[config.mk]
export PLATFORM = sky130hd
export DESIGN_NAME = crc32_frame_deframer_top
export DESIGN_NICKNAME = d
export VERILOG_FILES = /design/src/sv/cfd_pkg.sv /design/src/sv/cfd_core.sv /design/src/sv/cfd_oqueue.sv /design/src/sv/crc32_frame_deframer_top.sv
export VERILOG_INCLUDE_DIRS = /design/src /design/src/sv
export SDC_FILE = /design/constraint.sdc
export NUM_CORES = 1
export LEC_CHECK = 0
export ABC_AREA = 1
export BUFFER_PORTS_ARGS = -buffer_cell sky130_fd_sc_hd__buf_2
export CAP_MARGIN = 10
export CORE_MARGIN = 2
export CORE_UTILIZATION = 25
export DETAILED_ROUTE_END_ITERATION = 7
export PLACE_DENSITY = 0.41
export SYNTH_ARGS = -nofsm -noshare
export SYNTH_HDL_FRONTEND = slang
export SYNTH_SLANG_ARGS = --single-unit
[constraint.sdc]
create_clock -name clk -period 3.63 [get_ports clk]
set_input_delay 0.5445 -clock clk [delete_from_list [all_inputs] [get_ports clk]]
set_output_delay 0.5445 -clock clk [all_outputs]
set_load 0.02 [all_outputs]
[src/sv/crc32_frame_deframer_top_assert.svh]
// assertion macros shared by the deframer modules
`ifndef CRC32_FRAME_DEFRAMER_TOP_ASSERT_SVH
`define CRC32_FRAME_DEFRAMER_TOP_ASSERT_SVH

// same-cycle implication, checked out of reset
`define CFD_ASSERT(label, ante, cons, msg) \
	label: assert property (@(posedge clk) disable iff (!arst_n) (ante) |-> (cons)) \
		else $error(msg);

// next-cycle implication, checked out of reset
`define CFD_ASSERT_NEXT(label, ante, cons, msg) \
	label: assert property (@(posedge clk) disable iff (!arst_n) (ante) |=> (cons)) \
		else $error(msg);

`endif

[src/sv/cfd_pkg.sv]
// shared types, constants and the crc byte update for the frame deframer
package cfd_pkg;

	localparam int BYTE_W     = 8;
	localparam int LEN_W      = 16;
	localparam int CRC_W      = 32;
	localparam int IDX_W      = 2;
	localparam int CFG_IDX_W  = 1;
	localparam int CFG_DATA_W = 16;
	localparam int M_TDATA_W  = 40;

	localparam logic [CRC_W-1:0] CRC_INIT   = 32'hFFFF_FFFF;
	localparam logic [CRC_W-1:0] CRC_POLY   = 32'hEDB8_8320;
	localparam logic [CRC_W-1:0] CRC_XOROUT = 32'hFFFF_FFFF;

	localparam logic [BYTE_W-1:0] START_BYTE_RST    = 8'd2;
	localparam logic [LEN_W-1:0]  PAYLOAD_LIMIT_RST = 16'd256;

	localparam logic [IDX_W-1:0] CHECK_LAST_IDX = 2'd3;

	// configuration register indexes
	localparam logic [CFG_IDX_W-1:0] REG_START_BYTE    = 1'b0;
	localparam logic [CFG_IDX_W-1:0] REG_PAYLOAD_LIMIT = 1'b1;

	// result queue
	localparam int OQ_DEPTH = 4;
	localparam int OQ_PTR_W = $clog2(OQ_DEPTH);
	localparam int OQ_CNT_W = $clog2(OQ_DEPTH + 1);

	typedef enum logic [2:0] {
		PH_START,
		PH_CMD,
		PH_LEN_LO,
		PH_LEN_HI,
		PH_PAYLOAD,
		PH_CHECK,
		PH_IGNORE
	} phase_t;

	typedef struct packed {
		logic              kind;
		logic [BYTE_W-1:0] pbyte;
		logic              ok;
		logic [BYTE_W-1:0] cmd;
		logic [LEN_W-1:0]  len;
		logic              last;
	} res_t;

	typedef struct packed {
		logic p0;
		logic p1;
		res_t r0;
		res_t r1;
	} oq_push_t;

	// reflected crc-32, one byte, unrolled over its eight bits
	function automatic logic [CRC_W-1:0] crc_byte(input logic [CRC_W-1:0] crc_in,
			input logic [BYTE_W-1:0] b);
		logic [CRC_W-1:0] c;
		c = crc_in ^ {24'h0, b};
		for (int i = 0; i < BYTE_W; i++) begin
			c = (c >> 1) ^ (CRC_POLY & {CRC_W{c[0]}});
		end
		return c;
	endfunction

endpackage

[src/sv/cfd_core.sv]
// frame parser: header, payload pass-through, crc check and verdicts
module cfd_core (
	input  logic                          clk,
	input  logic                          arst_n,
	input  logic                          go,
	input  logic [cfd_pkg::BYTE_W-1:0]    in_byte,
	input  logic                          in_last,
	input  logic [cfd_pkg::BYTE_W-1:0]    start_byte,
	input  logic [cfd_pkg::LEN_W-1:0]     payload_limit,
	output cfd_pkg::oq_push_t             push
);

	`include "crc32_frame_deframer_top_assert.svh"

	cfd_pkg::phase_t                 phase_q, phase_d;
	logic [cfd_pkg::CRC_W-1:0]       crc_q, crc_d, crc_upd;
	logic [cfd_pkg::LEN_W-1:0]       len_q, len_d, len_new, rem_q, rem_d, rem_dec;
	logic [cfd_pkg::BYTE_W-1:0]      cmd_q, cmd_d;
	logic [cfd_pkg::CRC_W-1:0]       chk_q, chk_d, chk_new;
	logic [cfd_pkg::IDX_W-1:0]       idx_q, idx_d;
	cfd_pkg::res_t                   fail_res, pay_res, good_res;

	always_ff @(posedge clk or negedge arst_n) begin
		if (!arst_n) begin
			phase_q <= cfd_pkg::PH_START;
			crc_q   <= cfd_pkg::CRC_INIT;
			len_q   <= '0;
			rem_q   <= '0;
			cmd_q   <= '0;
			chk_q   <= '0;
			idx_q   <= '0;
		end else if (go) begin
			phase_q <= phase_d;
			crc_q   <= crc_d;
			len_q   <= len_d;
			rem_q   <= rem_d;
			cmd_q   <= cmd_d;
			chk_q   <= chk_d;
			idx_q   <= idx_d;
		end
	end

	always_comb begin
		logic decided;
		logic v0;
		logic v1;
		cfd_pkg::res_t r0;

		crc_upd = cfd_pkg::crc_byte((phase_q == cfd_pkg::PH_START) ? cfd_pkg::CRC_INIT : crc_q,
				in_byte);
		len_new = {in_byte, len_q[cfd_pkg::BYTE_W-1:0]};
		rem_dec = rem_q - 16'd1;
		chk_new = chk_q | ({24'h0, in_byte} << {idx_q, 3'b000});

		fail_res = '0;
		fail_res.kind = 1'b1;
		pay_res = '0;
		pay_res.pbyte = in_byte;
		good_res = '0;
		good_res.kind = 1'b1;
		good_res.ok   = 1'b1;
		good_res.cmd  = cmd_q;
		good_res.len  = len_q;

		phase_d = phase_q;
		crc_d   = crc_q;
		len_d   = len_q;
		rem_d   = rem_q;
		cmd_d   = cmd_q;
		chk_d   = chk_q;
		idx_d   = idx_q;
		decided = 1'b0;
		v0      = 1'b0;
		v1      = 1'b0;
		r0      = fail_res;

		unique case (phase_q)
			cfd_pkg::PH_START: begin
				if (in_byte != start_byte) begin
					v0      = 1'b1;
					decided = 1'b1;
					phase_d = cfd_pkg::PH_IGNORE;
				end else begin
					crc_d   = crc_upd;
					phase_d = cfd_pkg::PH_CMD;
				end
			end
			cfd_pkg::PH_CMD: begin
				cmd_d   = in_byte;
				crc_d   = crc_upd;
				phase_d = cfd_pkg::PH_LEN_LO;
			end
			cfd_pkg::PH_LEN_LO: begin
				len_d   = {8'h0, in_byte};
				crc_d   = crc_upd;
				phase_d = cfd_pkg::PH_LEN_HI;
			end
			cfd_pkg::PH_LEN_HI: begin
				len_d = len_new;
				crc_d = crc_upd;
				if (len_new > payload_limit) begin
					v0      = 1'b1;
					decided = 1'b1;
					phase_d = cfd_pkg::PH_IGNORE;
				end else begin
					rem_d   = len_new;
					phase_d = (len_new == '0) ? cfd_pkg::PH_CHECK : cfd_pkg::PH_PAYLOAD;
				end
			end
			cfd_pkg::PH_PAYLOAD: begin
				v0    = 1'b1;
				r0    = pay_res;
				crc_d = crc_upd;
				rem_d = rem_dec;
				if (rem_dec == '0) begin
					phase_d = cfd_pkg::PH_CHECK;
				end
			end
			cfd_pkg::PH_CHECK: begin
				chk_d = chk_new;
				if (idx_q == cfd_pkg::CHECK_LAST_IDX) begin
					v0      = 1'b1;
					r0      = (chk_new == (crc_q ^ cfd_pkg::CRC_XOROUT)) ? good_res : fail_res;
					decided = 1'b1;
					phase_d = cfd_pkg::PH_IGNORE;
				end else begin
					idx_d = idx_q + 2'd1;
				end
			end
			cfd_pkg::PH_IGNORE: begin
				decided = 1'b1;
			end
			default: begin
				decided = 1'b1;
			end
		endcase

		// buffer end: early end gets a failed verdict, then a fresh frame
		if (in_last) begin
			if (!decided) begin
				if (v0) begin
					v1 = 1'b1;
				end else begin
					v0 = 1'b1;
				end
			end
			phase_d = cfd_pkg::PH_START;
			crc_d   = cfd_pkg::CRC_INIT;
			len_d   = '0;
			rem_d   = '0;
			cmd_d   = '0;
			chk_d   = '0;
			idx_d   = '0;
		end

		push.p0      = go && v0;
		push.p1      = go && v1;
		push.r0      = r0;
		push.r0.last = !v1;
		push.r1      = fail_res;
		push.r1.last = 1'b1;
	end

	`CFD_ASSERT_NEXT(a_clear_on_end, go && in_last,
		phase_q == cfd_pkg::PH_START && crc_q == cfd_pkg::CRC_INIT && idx_q == '0,
		"frame state not cleared after buffer end")
	`CFD_ASSERT(a_pair_is_payload_then_fail, push.p1,
		push.p0 && in_last && !push.r0.kind && push.r1.kind && !push.r1.ok,
		"second result is not a failed verdict after a payload byte")
	`CFD_ASSERT(a_good_only_on_last_check, push.p0 && push.r0.ok,
		phase_q == cfd_pkg::PH_CHECK && idx_q == cfd_pkg::CHECK_LAST_IDX,
		"good verdict outside the final check byte")

endmodule

[src/sv/cfd_oqueue.sv]
// result queue: takes up to two results a cycle, hands out one
module cfd_oqueue (
	input  logic              clk,
	input  logic              arst_n,
	input  cfd_pkg::oq_push_t push,
	input  logic              pop,
	output logic              room,
	output logic              head_valid,
	output cfd_pkg::res_t     head
);

	`include "crc32_frame_deframer_top_assert.svh"

	cfd_pkg::res_t                 mem [cfd_pkg::OQ_DEPTH];
	logic [cfd_pkg::OQ_PTR_W-1:0]  wr_ptr_q, rd_ptr_q, wr_ptr_nx;
	logic [cfd_pkg::OQ_CNT_W-1:0]  count_q;
	logic                          do_pop;

	assign wr_ptr_nx  = wr_ptr_q + cfd_pkg::OQ_PTR_W'(1);
	assign head_valid = count_q != '0;
	assign head       = mem[rd_ptr_q];
	assign do_pop     = pop && head_valid;
	// room for a full pair of results
	assign room       = count_q <= cfd_pkg::OQ_CNT_W'(cfd_pkg::OQ_DEPTH - 2);

	always_ff @(posedge clk) begin
		if (push.p0) begin
			mem[wr_ptr_q] <= push.r0;
		end
		if (push.p1) begin
			mem[wr_ptr_nx] <= push.r1;
		end
	end

	always_ff @(posedge clk or negedge arst_n) begin
		if (!arst_n) begin
			wr_ptr_q <= '0;
			rd_ptr_q <= '0;
			count_q  <= '0;
		end else begin
			wr_ptr_q <= wr_ptr_q + cfd_pkg::OQ_PTR_W'(push.p0) + cfd_pkg::OQ_PTR_W'(push.p1);
			if (do_pop) begin
				rd_ptr_q <= rd_ptr_q + cfd_pkg::OQ_PTR_W'(1);
			end
			count_q <= count_q + cfd_pkg::OQ_CNT_W'(push.p0) + cfd_pkg::OQ_CNT_W'(push.p1)
					- cfd_pkg::OQ_CNT_W'(do_pop);
		end
	end

	`CFD_ASSERT(a_push_needs_room, push.p0, room,
		"result pushed without room for a pair")
	`CFD_ASSERT(a_second_needs_first, push.p1, push.p0,
		"second result pushed alone")
	`CFD_ASSERT(a_count_bound, 1'b1, count_q <= cfd_pkg::OQ_CNT_W'(cfd_pkg::OQ_DEPTH),
		"result queue count beyond depth")

endmodule

[src/sv/crc32_frame_deframer_top.sv]
// frame deframer top level: input register, parser, result queue, config registers
// a byte accepted into the input register is parsed once the queue has room, and its results
// are written into the result queue, whose head drives m_tvalid
// throughput: one input byte per cycle while the queue has room; a byte that ends a frame
// early in the payload gives two results, which leave one at a time via the four-entry queue
// the input register is released only while the queue has room for two results
// reset (arst_n low, asynchronous): parser back to expecting a start byte, queue empty,
// start_byte = 2 and payload_limit = 256
module crc32_frame_deframer_top (
	input  logic                                clk,
	input  logic                                arst_n,
	// input stream
	input  logic                                s_tvalid,
	output logic                                s_tready,
	input  logic [cfd_pkg::BYTE_W-1:0]          s_tdata,   // [7:0] rx_byte
	input  logic                                s_tlast,   // buffer_end
	// result stream
	output logic                                m_tvalid,
	input  logic                                m_tready,
	// [7:0] payload_byte, [8] frame_ok, [16:9] command, [32:17] payload_length,
	// [39:33] zero
	output logic [cfd_pkg::M_TDATA_W-1:0]       m_tdata,
	output logic                                m_tuser,   // item_kind
	output logic                                m_tlast,   // run_last
	// configuration writes
	input  logic                                cfg_valid,
	output logic                                cfg_ready,
	input  logic [cfd_pkg::CFG_IDX_W-1:0]       cfg_index,
	input  logic [cfd_pkg::CFG_DATA_W-1:0]      cfg_data
);

	logic                            valid_s1;
	logic [cfd_pkg::BYTE_W-1:0]      byte_s1;
	logic                            last_s1;
	logic                            go;
	logic                            room;
	logic [cfd_pkg::BYTE_W-1:0]      start_byte_q;
	logic [cfd_pkg::LEN_W-1:0]       payload_limit_q;
	cfd_pkg::oq_push_t               push;
	cfd_pkg::res_t                   head;

	// config registers, always ready
	assign cfg_ready = 1'b1;

	always_ff @(posedge clk or negedge arst_n) begin
		if (!arst_n) begin
			start_byte_q    <= cfd_pkg::START_BYTE_RST;
			payload_limit_q <= cfd_pkg::PAYLOAD_LIMIT_RST;
		end else if (cfg_valid) begin
			unique case (cfg_index)
				cfd_pkg::REG_START_BYTE:    start_byte_q    <= cfg_data[cfd_pkg::BYTE_W-1:0];
				cfd_pkg::REG_PAYLOAD_LIMIT: payload_limit_q <= cfg_data;
				default: ;
			endcase
		end
	end

	// input register: the byte is parsed when the queue can take its results
	assign go       = valid_s1 && room;
	assign s_tready = !valid_s1 || go;

	always_ff @(posedge clk or negedge arst_n) begin
		if (!arst_n) begin
			valid_s1 <= 1'b0;
		end else if (s_tready) begin
			valid_s1 <= s_tvalid;
		end
	end

	// payload needs no reset
	always_ff @(posedge clk) begin
		if (s_tready && s_tvalid) begin
			byte_s1 <= s_tdata;
			last_s1 <= s_tlast;
		end
	end

	cfd_core u_core (
		.clk           (clk),
		.arst_n        (arst_n),
		.go            (go),
		.in_byte       (byte_s1),
		.in_last       (last_s1),
		.start_byte    (start_byte_q),
		.payload_limit (payload_limit_q),
		.push          (push)
	);

	cfd_oqueue u_oqueue (
		.clk        (clk),
		.arst_n     (arst_n),
		.push       (push),
		.pop        (m_tready),
		.room       (room),
		.head_valid (m_tvalid),
		.head       (head)
	);

	// result packing, first field in the low bits
	assign m_tdata = {7'h0, head.len, head.cmd, head.ok, head.pbyte};
	assign m_tuser = head.kind;
	assign m_tlast = head.last;

endmodule
==> results.md, run 1 <==
- Clock Skews: 36.3 ps
- Max Buffers Root-to-Sink: 3
- Vias: 15,000
- Top FF cell, synth: dfxtp_1
- Top Ports: 76
- Layout cells sized above 1: 0.108
- Setup bufs post-CTS: 0
- EDFF count, synth: 9
- Worst r2r path cells: 13
- Reg-to-reg endpoint: u_oqueue.count_q[2]
- Unrepaired setup endpoints after global routing: no
- Hpwl dp: 37,300 microns
- # setup viols final: 0
- Vias in the first global route: 14,400
- Antenna diodes: 0
- Gpl congestion: 0.873
- Achievable frequency: 311 MHz
- PortBufs: 67
- Critical Path RT: 4070 ps
- Power per Cell Area: 1000 mW/mm^2
- Initial antenna violation count: 2
- CP endpoint kind: flop
- Syn Inst Count: 2,428
- Core Area: 0.0669 sq mm
- First-pass GRT wire length: 86,100 microns
- Avg WL per Cell: 16.4 microns
- Largest net degree at the start of global routing: 85
- H-tree depth: 2
- CP startpoint kind: flop
- GRT overflow: 0
- Critical path class: flop to flop
- Final Cycle Share: 0.885
- Vias per inst: 4.46
- Commonest non-fill, non-tap cell in the layout: nand2_1
- Max-cap violations: 0
- Die height: 264 microns
- CP max-delay cell: edfxtp_1
- End of the critical path: u_oqueue.count_q[2]
- Worst path depth: 13
- Die W: 264 microns
- Slowest Stage Delay on Critical Path: 550 ps
- Worst Max-Slew Pin Slew: 970 ps
- Asr flop ratio synth: 0.486
- Initial Utilization: 0.252
- Slew Limit Fails: 0
- Hold Fails Final Rpt: 0
- Most frequent cells in the layout: 625 x nand2_1, 363 x nor2_1, 327 x inv_1
- Crit path DAT: 3660 ps
- Area grow syn2layout: 14.2%
- Reg-to-Reg Start: byte_s1[6]
- Max IR drop VDD: 0.367 mV
- Final Net Count: 2,509
- Detailed Routing Iterations Pass 1: 5
- ANT nets after route: 0
- TNS Setup: 0 ps
- Clk sinks: 290
- Worst slew margin: 0.353
- Cell Rows: 95
- CTS tree: built
- Cells along the critical path: ha_1 -> nand4_1 -> nor2_1 -> nand2_1 -> nand2_1 -> nand3_1 -> nand4_1 -> nand2_1 -> ha_1 -> inv_1 -> fa_1 -> fa_1 -> xnor2_1
- Final WL: 54,900 microns
- Fin util: 0.288
- Clk_lat worst skew: 570 ps
- Top cell by count, worst path: nand2_1
- Status: complete, no violations
- Share of the yosys chip area belonging to registers: 0.394
- Drt drc: 0
- TritonCTS Buffers: 38
- Cell family with most CP delay: adder cells
- Die area: 0.0695 sq mm
- Internal reg-to-reg setup slack: 420 ps
- Netlist cell types: 48
- Worst hold path type: primary input to flop
- DR iter-0 viols: 827
- Pleak: 10.6 nW
- Crit path time final: 3210 ps
- Cell Area, Synth: 0.0169 sq mm
- Worst setup startpoint: byte_s1[6]
- GRT Total Usage: 0.158
- Syn_area_per_cell: 6.94 sq um
- Root Buffer: clkbuf_16
- Yosys warns: 0
- Bufs and invs on worst path: 1
- CP Max Fanout: 8
- Pwr Total: 0.0193 W
- CTS clock-pin slew for the worst setup and hold paths: 60 ps
- Synth Register Bits: 290
==> area by class of cell <==
cell class	count	area, sq um
sequential	290	6640
timing repair buffer	105	692
multi-input combinational	1679	8320
clock inverter	14	119
fill	7395	47700
tap	873	1090
inverter	340	1280
clock buffer	55	1110
==> report_power, final <==
part           switching (W)  internal [W]
Sequential          0.000762       0.00472
Clock                0.00154       0.00221
Combinational        0.00687       0.00317
==> worst register-to-register path, cell delays in order (launching register included) <==
cell      delay [ps]
edfxtp_1         550
ha_1             380
nand4_1          120
nor2_1           200
nand2_1           70
nand2_1          100
nand3_1           80
nand4_1          140
nand2_1           90
ha_1             310
inv_1             50
fa_1             440
fa_1             420
xnor2_1          130
==> Yosys cell counts, types with 7 or more instances <==
master / n / area (sq um)
edfxtp_1: 9 / 270
xnor2_1: 16 / 140
nand4_1: 45 / 282
a21oi_1: 124 / 621
nand2_1: 625 / 2350
nor2_8: 20 / 400
nand3_1: 172 / 861
o21ai_0: 143 / 716
inv_1: 329 / 1230
nor2_1: 364 / 1370
xor2_1: 51 / 447
a22oi_1: 12 / 90.1
ha_1: 21 / 263
dfstp_2: 34 / 893
nor3_1: 7 / 35.0
buf_2: 41 / 205
buf_6: 7 / 78.8
inv_2: 7 / 26.3
dfrtp_1: 107 / 2680
xor2_2: 10 / 163
nand2_2: 12 / 75.1
buf_4: 11 / 82.6
clkbuf_1: 58 / 218
dfxtp_1: 140 / 2800
==> sequential cells by signal, summed over array words and instances, names as in the netlist, 3 cells and up <==
name              count
byte_s1               8
payload_limit_q      16
start_byte_q          8
u_core.chk_q         32
u_core.cmd_q          8
u_core.crc_q         32
u_core.len_q         16
u_core.phase_q        3
u_core.rem_q         16
u_oqueue.count_q      3
u_oqueue.mem        140
==> cells by family after synthesis <==
group | count (synthesis) | share of synthesized area
xor+xnor | 79 | 0.0471
flops | 290 | 0.394
fa+ha+maj | 24 | 0.0192
simple gates | 1266 | 0.331
buf+inv | 465 | 0.114
other cells | 2 | 0.000446
compound gates | 302 | 0.0941
==> layer usage <==
layer / wire length, microns / track usage / vias up
met1: 26700 / 0.220 / 7004
met5: 0 / 0 / -
met2: 24700 / 0.255 / 295
met4: 1390 / 0.0445 / 0
li1: - / - / 7594
met3: 2060 / 0.0215 / 79
==> how the worst min path moves through the flow <==
stage | start | endpoint | slack (ps) | cells past startpoint
final | s_tlast | last_s1 | 150 | 1
after global routing | s_tlast | last_s1 | 140 | 1
after CTS | s_tdata[7] | byte_s1[7] | 120 | 1
after detailed placement | u_oqueue.mem[2][0] | u_oqueue.mem[2][0] | 440 | 2
after global placement | u_oqueue.mem[3][34] | u_oqueue.mem[3][34] | 440 | 2
after floorplan | arst_n | payload_limit_q[0] | 250 | 0
==> through the flow <==
| stage | area (sq um) | hold WS, ps | instances | setup slack (ps) |
|---|---|---|---|---|
| after floorplan | 16900 | 249 | 2434 | 510 |
| after global placement | 18000 | 440 | 3286 | 432 |
| after detailed placement | 18000 | 443 | 3286 | 386 |
| after CTS | 19300 | 124 | 3356 | 371 |
| after global routing | 19300 | 137 | 3356 | 177 |
| final | 19300 | 153 | 3356 | 416 |
==> what timing repair did <==
| item | 4_1_cts | 5_1_grt |
|---|---|---|
| endpoints found under the hold margin | 1 | 0 |
| hold buffers | 1 | 0 |
| gates resized for setup | 0 | 0 |
Note: power is estimated with default switching activity, not from simulation.
==> run 2, diff against run 1 <==
--- a/config.mk
+++ b/config.mk
@@ -13,6 +13,7 @@
 export CORE_UTILIZATION = 25
 export DETAILED_ROUTE_END_ITERATION = 7
 export PLACE_DENSITY = 0.41
+export RECOVER_POWER = 50
 export SYNTH_ARGS = -nofsm -noshare
 export SYNTH_HDL_FRONTEND = slang
 export SYNTH_SLANG_ARGS = --single-unit
==> run 2 against run 1 <==
  * The run now ends with max-capacitance violations, max-slew violations left
  * Global-route usage did not move
  * Flip-flop and latch count unchanged
  * First-iteration DRC count fell by 0.60%
  * Final cell count is the same
  * Setup slack better by 6.2 ps
  * Die area unchanged
  * Register-to-register slack is essentially flat
  * Count of clock-buffer cells in the layout unchanged
  * Clock skew is 2.3 ps lower
  * Wire length about the same
  * Sequential power about the same
==> results.md, run 2 (same netlist as run 1, synthesis figures left out) <==
- Final WL: 54,900 microns (about the same)
- Pleak: 10.5 nW (was 10.6 nW)
- Die height: 264 microns (unchanged)
- Die W: 264 microns (unchanged)
- H-tree depth: 2 (unchanged)
- PortBufs: 67 (unchanged)
- CTS tree: built (unchanged)
- GRT overflow: 0 (unchanged)
- Hold slack: 154 ps (was 153 ps)
- Core Area: 0.0669 sq mm (unchanged)
- Regs by FF count: u_oqueue.mem x140, u_core.chk_q x32, u_core.crc_q x32 (unchanged)
- Final Cycle Share: 0.884 (was 0.885)
- TritonCTS Buffers: 38 (unchanged)
- Root Buffer: clkbuf_16 (unchanged)
- Slew Limit Fails: 64 (was 0)
- Antenna diodes: 0 (unchanged)
- TNS Setup: 0 ps (unchanged)
- Critical Path RT: 4070 ps (about the same)
- CP endpoint kind: flop (unchanged)
- Clk_lat worst skew: 570 ps (about the same)
- Layout cells sized above 1: 0.105 (was 0.108)
- Max FFs per register: 140 (unchanged)
- Largest net degree at the start of global routing: 85 (unchanged)
- Hold Fails Final Rpt: 0 (unchanged)
- CTS clock-pin slew for the worst setup and hold paths: 60 ps (about the same)
- GRT Total Usage: 0.158 (unchanged)
- DR iter-0 viols: 822 (was 827)
- Unrepaired setup endpoints after global routing: no (unchanged)
- Most flop-heavy register: u_oqueue.mem (unchanged)
- First-pass GRT wire length: 86,100 microns (unchanged)
- Max IR drop VDD: 0.368 mV (was 0.367 mV)
- Commonest non-fill, non-tap cell in the layout: nand2_1 (unchanged)
- Most frequent cells in the layout: 625 x nand2_1, 363 x nor2_1, 327 x inv_1 (unchanged)
- CP Max Fanout: 8 (unchanged)
- CP startpoint kind: flop (unchanged)
- Achievable frequency: 312 MHz (was 311 MHz)
- ANT nets after route: 0 (unchanged)
- Power per Cell Area: 1000 mW/mm^2 (about the same)
- Initial Utilization: 0.252 (unchanged)
- Internal reg-to-reg setup slack: 420 ps (about the same)
- Vias per inst: 4.45 (was 4.46)
- Placed Area: 0.0180 sq mm (unchanged)
- Vias: 14,900 (was 15,000)
- Final instance area: 0.0192 sq mm (was 0.0193 sq mm)
- Top Ports: 76 (unchanged)
- Final Net Count: 2,509 (unchanged)
- Max-cap violations: 1 (was 0)
- Fin util: 0.287 (was 0.288)
- # setup viols final: 0 (unchanged)
- Crit path time final: 3210 ps (about the same)
- Failing checks: max-capacitance violations, max-slew violations
- Worst hold path type: primary input to flop (unchanged)
- Worst Max-Slew Pin Slew: 1720 ps (was 970 ps)
- Area grow syn2layout: 13.9% (was 14.2%)
- Setup bufs post-CTS: 0 (unchanged)
- Detailed Routing Iterations Pass 1: 7 (was 5)
- Crit path DAT: 3650 ps (was 3660 ps)
- Vias in the first global route: 14,400 (unchanged)
- Max Buffers Root-to-Sink: 3 (unchanged)
- Gpl congestion: 0.873 (unchanged)
- Die area: 0.0695 sq mm (unchanged)
- Initial antenna violation count: 2 (unchanged)
- Placement Setup Slack: 386 ps (unchanged)
- Clk sinks: 290 (unchanged)
- Cell Rows: 95 (unchanged)
- Worst slew margin: -0.145 (was 0.353)
- Drt drc: 0 (unchanged)
- Avg WL per Cell: 16.4 microns (about the same)
- Hpwl dp: 37,300 microns (unchanged)
- Worst setup margin: 423 ps (was 416 ps)
- Status: finished with violations (was complete, no violations)
- Critical path class: flop to flop (unchanged)
- Clock Skews: 34.0 ps (was 36.3 ps)
==> run 2: cell count changes in the layout (fill, tap and decap cells not counted), sizes merged <==
| cell | change |
|---|---|
| clkbuf | +8 |
| buf | -8 |
==> run 2: layer usage <==
layer,global-route usage,up-vias,share of wire
met4,0.0445,0,0.025
li1,-,7589,-
met1,0.220,6982,0.49
met3,0.0215,77,0.038
met5,0,-,0
met2,0.255,291,0.45
==> run 2: final cells by class <==
type	count	area [sq um]
clock buffers	55	1110
clock inverters	14	119
fillers	7406	47700
inverters	340	1280
multi-input cells	1679	8290
flip-flops and latches	290	6640
well taps	873	1090
repair buffers	105	659
==> run 2: worst paths after layout <==
path,start,end,cells past startpoint
max in group asynchronous,arst_n,u_core.len_q[12],3
hold / removal,s_tlast,last_s1,1
setup / recovery,byte_s1[6],u_oqueue.count_q[2],13
hold reg to reg,u_oqueue.mem[2][0],u_oqueue.mem[2][0],2
setup reg to reg,byte_s1[6],u_oqueue.count_q[2],13
min in group asynchronous,arst_n,u_core.chk_q[29],2
==> run 2: what timing repair did <==
action | in CTS | in global routing
hold endpoints to repair | 1 | 0
hold buffers | 1 | 0
resized for setup | 0 | 0
==> run 2: report_power, final <==
part           total, W  internal (W)  switching, W
logic            0.0100       0.00315       0.00687
registers       0.00547       0.00472      0.000757
clock network   0.00375       0.00221       0.00155
==> run 2: worst max-delay path, stage by stage (launching register included) <==
cell	delay, ps
edfxtp_1	550
ha_1	380
nand4_1	120
nor2_1	200
nand2_1	70
nand2_1	100
nand3_1	80
nand4_1	140
nand2_1	90
ha_1	310
inv_1	50
fa_1	440
fa_1	420
xnor2_1	130
==> run 2: stage by stage <==
step                      total power [W]  std cells
final                              0.0192       3356
after global routing               0.0210       3356
after CTS                          0.0195       3356
after detailed placement           0.0156       3286
after global placement             0.0155       3286
after floorplan                    0.0127       2434
